`src/rtl/core/tlge_pkg.sv`:
```
// Package for the toroidal life grid engine: grid geometry, operation codes,
// sequencer states and the seed pattern. No dependencies.
`default_nettype none

package tlge_pkg;

   localparam int GRID_HEIGHT = 32;
   localparam int GRID_WIDTH  = 32;

   localparam int ROW_W   = GRID_WIDTH;
   localparam int CNT_W   = (GRID_HEIGHT > 1) ? $clog2(GRID_HEIGHT) : 1;
   localparam int OP_W    = 2;
   localparam int IDX_W   = 6;
   localparam int CELLS_W = 32;

   localparam int REQ_DATA_W = 16;
   localparam int RSP_DATA_W = 40;

   localparam logic [OP_W-1:0] OP_CLEAR  = 2'd0;
   localparam logic [OP_W-1:0] OP_TOGGLE = 2'd1;
   localparam logic [OP_W-1:0] OP_STEP   = 2'd2;

   localparam int SEED_ROW = 3;
   localparam int SEED_COL = 3;

   typedef enum logic [0:0] {
      ST_IDLE,
      ST_RUN
   } state_type;

   function automatic logic [ROW_W-1:0] seed_row(input logic [CNT_W-1:0] r);
      logic [ROW_W-1:0] bits;
      bits = ROW_W'(3'b111) << SEED_COL;
      return (r == CNT_W'(SEED_ROW)) ? bits : '0;
   endfunction

endpackage

`default_nettype wire

```
`src/rtl/core/tlge_life_row.sv`:
```
// Row-wide neighbor unit: next generation of one row by the B3/S23 rule
// from the rows above and below, with wrap-around columns. Uses tlge_pkg.
`default_nettype none

module tlge_life_row import tlge_pkg::*; (
   input  logic [ROW_W-1:0] up_row,
   input  logic [ROW_W-1:0] cur_row,
   input  logic [ROW_W-1:0] down_row,
   output logic [ROW_W-1:0] next_row
);

   logic [ROW_W-1:0] nb [8];

   always_comb begin
      nb[0] = up_row;
      nb[1] = {up_row[ROW_W-2:0], up_row[ROW_W-1]};
      nb[2] = {up_row[0], up_row[ROW_W-1:1]};
      nb[3] = {cur_row[ROW_W-2:0], cur_row[ROW_W-1]};
      nb[4] = {cur_row[0], cur_row[ROW_W-1:1]};
      nb[5] = down_row;
      nb[6] = {down_row[ROW_W-2:0], down_row[ROW_W-1]};
      nb[7] = {down_row[0], down_row[ROW_W-1:1]};
   end

   always_comb begin
      logic [3:0] count;
      for (int c = 0; c < ROW_W; c++) begin
         count = '0;
         for (int k = 0; k < 8; k++) begin
            count = count + 4'(nb[k][c]);
         end
         next_row[c] = (count == 4'd3) || (cur_row[c] && (count == 4'd2));
      end
   end

endmodule

`default_nettype wire

```
`src/rtl/core/toroidal_life_grid_engine_core.sv`:
```
// Top level of the toroidal life grid engine: row ring, sequencer and
// output register. Uses tlge_pkg and tlge_life_row.
//
//   Channel  Direction  tdata (low bit up)                    tlast     tuser
//   req      in         operation, cell_row, cell_column      -         -
//   rsp      out        row_number, row_cells                 last_row  index_error
//
// Every word on req is accepted while the sequencer is idle; then the row ring
// rotates once, one row per cycle while rsp is not stalled, through the shared row
// unit and into the output. A new word is taken in the cycle after the last
// row has been loaded for output.
// A stalled rsp holds the ring in place; nothing is lost or repeated.
// Reset is synchronous and restores the seeded grid at once.
`default_nettype none

module toroidal_life_grid_engine_core import tlge_pkg::*; (
   input  logic                  clock,
   input  logic                  reset,
   input  logic                  req_tvalid,
   output logic                  req_tready,
   input  logic [REQ_DATA_W-1:0] req_tdata,   // operation, cell_row, cell_column
   output logic                  rsp_tvalid,
   input  logic                  rsp_tready,
   output logic [RSP_DATA_W-1:0] rsp_tdata,   // row_number, row_cells
   output logic                  rsp_tlast,
   output logic [0:0]            rsp_tuser    // index_error
);

   state_type state_ff, state_in;
   logic [CNT_W-1:0] count_ff, count_in;
   logic [OP_W-1:0]  op_ff, op_in;
   logic [IDX_W-1:0] row_ff, row_in;
   logic [IDX_W-1:0] col_ff, col_in;
   logic             err_ff, err_in;
   logic [ROW_W-1:0] grid_ff [GRID_HEIGHT];
   logic [ROW_W-1:0] grid_in [GRID_HEIGHT];
   logic [ROW_W-1:0] prev_ff, prev_in;
   logic [ROW_W-1:0] first_ff, first_in;
   logic             out_valid_ff, out_valid_in;
   logic [IDX_W-1:0] out_row_ff, out_row_in;
   logic [CELLS_W-1:0] out_cells_ff, out_cells_in;
   logic             out_last_ff, out_last_in;
   logic             out_err_ff, out_err_in;

   logic             accept;
   logic             advance;
   logic             last_count;
   logic [OP_W-1:0]  req_op;
   logic [IDX_W-1:0] req_row;
   logic [IDX_W-1:0] req_col;
   logic             req_bad;
   logic [ROW_W-1:0] up_row, down_row, life_row, new_row;

   assign req_op  = req_tdata[OP_W-1:0];
   assign req_row = req_tdata[OP_W+IDX_W-1:OP_W];
   assign req_col = req_tdata[OP_W+2*IDX_W-1:OP_W+IDX_W];
   assign req_bad = ({1'b0, req_row} >= (IDX_W+1)'(GRID_HEIGHT)) ||
                    ({1'b0, req_col} >= (IDX_W+1)'(GRID_WIDTH));

   assign last_count = (count_ff == CNT_W'(GRID_HEIGHT - 1));

   always_comb begin
      state_in   = state_ff;
      req_tready = 1'b0;
      advance    = 1'b0;
      case (state_ff)
         ST_IDLE: begin
            req_tready = 1'b1;
            if (req_tvalid) begin
               state_in = ST_RUN;
            end
         end
         ST_RUN: begin
            advance = !out_valid_ff || rsp_tready;
            if (advance && last_count) begin
               state_in = ST_IDLE;
            end
         end
         default: begin
            state_in = ST_IDLE;
         end
      endcase
   end

   assign accept = req_tvalid && req_tready;

   assign up_row   = (count_ff == '0) ? grid_ff[GRID_HEIGHT-1] : prev_ff;
   assign down_row = last_count ? first_ff : grid_ff[1];

   tlge_life_row u_life_row (
      .up_row   (up_row),
      .cur_row  (grid_ff[0]),
      .down_row (down_row),
      .next_row (life_row)
   );

   always_comb begin
      case (op_ff)
         OP_CLEAR: begin
            new_row = seed_row(count_ff);
         end
         OP_TOGGLE: begin
            new_row = grid_ff[0];
            if (!err_ff && (row_ff == IDX_W'(count_ff))) begin
               new_row = grid_ff[0] ^ (ROW_W'(1) << col_ff);
            end
         end
         OP_STEP: begin
            new_row = life_row;
         end
         default: begin
            new_row = grid_ff[0];
         end
      endcase
   end

   always_comb begin
      count_in     = count_ff;
      op_in        = op_ff;
      row_in       = row_ff;
      col_in       = col_ff;
      err_in       = err_ff;
      prev_in      = prev_ff;
      first_in     = first_ff;
      out_valid_in = out_valid_ff && !rsp_tready;
      out_row_in   = out_row_ff;
      out_cells_in = out_cells_ff;
      out_last_in  = out_last_ff;
      out_err_in   = out_err_ff;
      for (int i = 0; i < GRID_HEIGHT; i++) begin
         grid_in[i] = grid_ff[i];
      end
      if (accept) begin
         count_in = '0;
         op_in    = req_op;
         row_in   = req_row;
         col_in   = req_col;
         err_in   = (req_op == OP_TOGGLE) && req_bad;
         first_in = grid_ff[0];
      end
      if (advance) begin
         count_in     = count_ff + CNT_W'(1);
         prev_in      = grid_ff[0];
         out_valid_in = 1'b1;
         out_row_in   = IDX_W'(count_ff);
         out_cells_in = CELLS_W'(new_row);
         out_last_in  = last_count;
         out_err_in   = err_ff;
         for (int i = 0; i < GRID_HEIGHT - 1; i++) begin
            grid_in[i] = grid_ff[i+1];
         end
         grid_in[GRID_HEIGHT-1] = new_row;
      end
   end

   always_ff @(posedge clock) begin
      if (reset) begin
         state_ff     <= ST_IDLE;
         count_ff     <= '0;
         op_ff        <= OP_CLEAR;
         err_ff       <= 1'b0;
         out_valid_ff <= 1'b0;
         for (int i = 0; i < GRID_HEIGHT; i++) begin
            grid_ff[i] <= seed_row(CNT_W'(i));
         end
      end else begin
         state_ff     <= state_in;
         count_ff     <= count_in;
         op_ff        <= op_in;
         err_ff       <= err_in;
         out_valid_ff <= out_valid_in;
         for (int i = 0; i < GRID_HEIGHT; i++) begin
            grid_ff[i] <= grid_in[i];
         end
      end
   end

   always_ff @(posedge clock) begin
      row_ff       <= row_in;
      col_ff       <= col_in;
      prev_ff      <= prev_in;
      first_ff     <= first_in;
      out_row_ff   <= out_row_in;
      out_cells_ff <= out_cells_in;
      out_last_ff  <= out_last_in;
      out_err_ff   <= out_err_in;
   end

   assign rsp_tvalid   = out_valid_ff;
   assign rsp_tdata    = {(RSP_DATA_W - IDX_W - CELLS_W)'(0), out_cells_ff, out_row_ff};
   assign rsp_tlast    = out_last_ff;
   assign rsp_tuser[0] = out_err_ff;

   // The last-row flag and the row number of a word always agree.
   a_last_matches_row: assert property (@(posedge clock) disable iff (reset)
      rsp_tvalid |-> (rsp_tlast == (out_row_ff == IDX_W'(GRID_HEIGHT - 1))))
      else $error("last_row flag disagrees with row number");

   // An accepted word starts a pass at row zero and blocks further input.
   a_accept_starts_pass: assert property (@(posedge clock) disable iff (reset)
      accept |=> (state_ff == ST_RUN) && (count_ff == '0) && !req_tready)
      else $error("accepted word did not start a pass");

   // The pass ends right after the last row is loaded for output.
   a_pass_ends: assert property (@(posedge clock) disable iff (reset)
      (advance && last_count) |=> (state_ff == ST_IDLE) && rsp_tvalid && rsp_tlast)
      else $error("pass did not end after the last row");

   // The error flag is only ever raised by a toggle.
   a_err_only_toggle: assert property (@(posedge clock) disable iff (reset)
      err_ff |-> (op_ff == OP_TOGGLE))
      else $error("index error without a toggle");

endmodule

`default_nettype wire

```
`config.mk`:
```
export PLATFORM = sky130hd
export DESIGN_NAME = toroidal_life_grid_engine_core
export DESIGN_NICKNAME = d
export VERILOG_FILES = /design/src/rtl/core/tlge_pkg.sv /design/src/rtl/core/tlge_life_row.sv /design/src/rtl/core/toroidal_life_grid_engine_core.sv
export SDC_FILE = /design/constraint.sdc
export NUM_CORES = 2
export LEC_CHECK = 0
export ABC_AREA = 1
export BUFFER_PORTS_ARGS = -buffer_cell sky130_fd_sc_hd__clkbuf_2
export CAP_MARGIN = 10
export CORE_UTILIZATION = 41
export CTS_CLUSTER_SIZE = 40
export DETAILED_ROUTE_END_ITERATION = 10
export PLACE_DENSITY_LB_ADDON = 0.1
export SYNTH_ARGS = -nofsm -noshare
export SYNTH_HDL_FRONTEND = slang
export SYNTH_SLANG_ARGS = --single-unit
```
`constraint.sdc`:
```
create_clock -name clock -period 8.9 [get_ports clock]
set_input_delay 2.225 -clock clock [delete_from_list [all_inputs] [get_ports clock]]
set_output_delay 2.225 -clock clock [all_outputs]
set_load 0.05 [all_outputs]
```
==> key figures <==
Power
  – Power per Cell Area: 248.0 mW/mm^2
  – VDD IR max: 184.4 uV
  – Leakage: 0.02183 uW

STA
  – Hold_ws: 0.4394 ns
  – Slew headroom: 16.40%
  – Period utilisation layout: 60.35%
  – Final worst slack: 3.528 ns
  – Final Slew Violations: 0
  – Max Fclk: 186.2 MHz
  – Worst-Margin Slew: 1.244 ns
  – Final min period: 5.372 ns
  – RSZ-0062 raised after global routing: false
  – Fin. Hold Viols: 0
  – Fin Setup TNS: 0 ns
  – Skew final: 0.03532 ns
  – Final setup viols: 0

Global routing
  – Met3 Use GR: 2.783%
  – Met2 GRT Util: 25.43%
  – Total track usage: 16.94%
  – First-pass GRT wire length: 166.8 mm
  – Met1 GRT Util: 24.78%
  – Aggregate global routing overflow: 0
  – Layer with the highest usage: met2
  – Vias in the first global route: 32.13k
  – Initial antenna violation count: 5
  – Largest net degree at the start of global routing: 227

Finish
  – Final nets: 5,988
  – Non-filler instance count after layout: 7,358
  – Post-layout util: 45.93%
  – Area Growth Syn to Fin: 11.02%
  – Layout cell share with drive strength beyond 1: 6.261%
  – N_diodes: 0

Floorplan
  – DIE HEIGHT: 341.7 um
  – Die area: 0.1167 mm^2
  – Core box area: 0.1143 mm^2
  – Die outline width: 341.7 um
  – # IOs: 64
  – Starting density of the core: 41.37%
  – FP Rows: 124

Synth
  – Synth warn: 0
  – Mux cell area share after synthesis: 0.1693%
  – Yosys cell types: 45
  – Cell taking the most area after synthesis: dfxtp_1
  – Post-Synth Adder-Cell Area: 7.782%
  – EDFF count, synth: 115
  – Post-synthesis area per instance: 8.010 um^2
  – Compound-Gate Fraction of Synth Area: 13.56%
  – Synthesized instance count: 5,905
  – Synth async-reset ratio: 0%
  – Synth Cell Area: 0.04730 mm^2
  – Top cells by area, synth: dfxtp_1 44%, nor2_1 16%, o21ai_0 11%, edfxtp_1 7.3%, fa_1 4.7%
  – Share of the synthesized area in the top cell type: 43.76%
  – Synth Register Bits: 1,149
  – Most used DFF post-synth: dfxtp_1
  – Post-Synth XOR/XNOR Area: 0.4629%
  – Simple logic cell fraction of the synthesized area: 20.50%
  – Sequential element share of the synthesized area: 51.06%
  – Largest family of logic cells by synthesized area: simple AND/OR/NAND/NOR gates

Critical path
  – Crit path cell chain: inv_2 > ha_1 > nand3_2 > buf_4 > o21ai_0 > ha_1 > inv_1 > fa_1 > inv_1 > fa_1 > inv_1 > fa_1 > fa_1 > nor2_1 > nand4_1 > nand3_1
  – Crit path DAT: 5.78 ns
  – Startpoint class of the critical path: register
  – Worst Path Required: 9.31 ns
  – Crit Path Max Fanout: 64
  – Cell mode on critical path: fa_1
  – CP max stage cell: buf_4
  – CP bufs+invs: 5
  – Max incr delay on CP: 0.70 ns
  – Worst setup path class: reg -> reg
  – Crit-path leading delay family: adder cells
  – Crit. End Element: register
  – Reg2Reg Setup Slack: 3.53 ns

CTS
  – TritonCTS clock tree: done
  – Hold buffers post-CTS: 0
  – Clock sink count: 1,149
  – # resized after CTS: 0
  – Clk_lat worst skew: 0.72 ns
  – CTS Buf Count: 121
  – Setup bufs post-CTS: 0
  – H-tree levels: 3
  – CTS max path bufs: 3
  – Clock slew at reported path FFs: 0.06 ns
  – Root buf cell: clkbuf_16

Placement
  – DP HPWL: 55.68 mm
  – Placed cells: 7,130
  – Post-Place Worst Slack: 3.511 ns
  – Port bufs: 58
  – Routability congestion estimate: 0.8077

Routing
  – DRT iter0 DRCs: 2,698
  – Routed via count: 35.49k
  – Drt drc: 0
  – Drt first pass iters: 6
  – Remaining antenna violation count: 0
  – DR vias/cell: 4.823
  – WL/cell: 13.56 um
  – Drt total wl: 99.75 mm

Outcome
  – Outcome: completed

Job
  – Max_cap viols: 0

Min path
  – Worst min-delay path class: reg -> reg
-- final cells by class --
| class | instances | area (um^2) |
|---|---|---|
| well taps | 1512 | 1892 |
| multi-input cells | 3992 | 20120 |
| flip-flops and latches | 1149 | 24150 |
| inverters | 386 | 1465 |
| repair buffers | 91 | 663.1 |
| fillers | 11450 | 61830 |
| clock inverters | 67 | 753.2 |
| clock buffers | 161 | 3463 |
-- per-stage QoR --
stage                     area [um^2]  total power (uW)
after detailed placement        48300              7918
after global placement          48300              7873
after CTS                       52510             13240
after global routing            52510             13810
after floorplan                 47310              7473
final                           52510             13020
-- routing by layer --
metal,wire (um),part of all wire (%)
met5,12,0.012
met4,2575,2.6
met3,3828,3.8
met2,41970,42
met1,51360,51
-- final timing paths --
| check | startpoint | endpoint | depth (start not counted) |
|---|---|---|---|
| setup / recovery | count_ff[0] | out_cells_ff[7] | 16 |
| setup reg to reg | count_ff[0] | out_cells_ff[7] | 16 |
| hold / removal | grid_ff[0][133] | grid_ff[0][101] | 2 |
| hold reg to reg | grid_ff[0][133] | grid_ff[0][101] | 2 |
-- state kept, by name, indices dropped and copies added, names as in the netlist --
name and count:
out_row_ff 5, state_ff 1, rsp_tvalid 1, first_ff 32, rsp_tuser 1, count_ff 5
op_ff 2, out_cells_ff 32, err_ff 1, grid_ff 1024, row_ff 6, prev_ff 32
col_ff 6, rsp_tlast 1
-- power by group --
part | internal (uW) | switching, uW
registers | 5650 | 200
logic | 695 | 1240
clock network | 3090 | 2150
total | 9440 | 3580
-- synthesized netlist by cell type, types with 2 or more instances --
cell type / number
o21ai_1: 13
buf_1: 5
a32oi_1: 3
nand4_1: 31
o21ai_2: 12
nand3_1: 79
clkbuf_1: 258
o21ai_0: 1066
or2_2: 23
a31o_2: 3
a31oi_1: 2
edfxtp_1: 115
nor2_2: 2
buf_2: 111
nor3_1: 17
inv_2: 10
nand2_1: 359
buf_4: 3
inv_1: 375
a211oi_1: 6
xnor2_1: 9
mux2i_1: 8
dfxtp_1: 1034
buf_6: 2
xor2_1: 16
o22ai_1: 2
nand3_2: 17
o21bai_1: 7
nor2_1: 1954
ha_1: 115
o211ai_1: 8
a22oi_1: 8
fa_1: 112
o31ai_1: 8
a21oi_1: 102
-- placed cells by master (no fill, tap or decap), types with 8 or more instances in the layout --
| master | count |
|---|---|
| xor2_1 | 16 |
| buf_12 | 10 |
| clkinv_1 | 9 |
| o211ai_1 | 8 |
| nor3_1 | 17 |
| inv_2 | 9 |
| xnor2_1 | 9 |
| inv_1 | 374 |
| clkbuf_1 | 16 |
| clkinv_2 | 25 |
| nand3_1 | 79 |
| edfxtp_1 | 115 |
| or2_2 | 23 |
| dfxtp_1 | 1034 |
| clkbuf_2 | 58 |
| ha_1 | 115 |
| a22oi_1 | 8 |
| fa_1 | 112 |
| mux2i_1 | 8 |
| o21ai_2 | 12 |
| clkbuf_16 | 125 |
| nand4_1 | 31 |
| nand2_1 | 358 |
| a21oi_1 | 102 |
| nand3_2 | 17 |
| o31ai_1 | 8 |
| buf_4 | 23 |
| clkbuf_8 | 20 |
| o21ai_1 | 13 |
| bufinv_16 | 12 |
| nor2_1 | 1953 |
| o21ai_0 | 1066 |
-- cell families (layout without fill, tap and decap cells) --
| group | after synthesis | in the layout |
|---|---|---|
| XOR/XNOR | 25 | 25 |
| other | 1 | 3 |
| multiplexers | 8 | 8 |
| flip-flops | 1149 | 1149 |
| adder cells (fa/ha/maj) | 227 | 227 |
| AO/OA/AOI/OAI | 1245 | 1245 |
| buffers and inverters | 766 | 705 |
| AND/OR/NAND/NOR | 2484 | 2484 |
-- worst reg2reg max path: cells and delay by family (launching register included) --
family | cells | cell delay (ns)
buf+inv | 5 | 0.95
fa+ha+maj | 6 | 2.49
simple gates | 4 | 0.75
compound gates | 1 | 0.43
flops | 1 | 0.42
(Power assumes the default switching activity.)
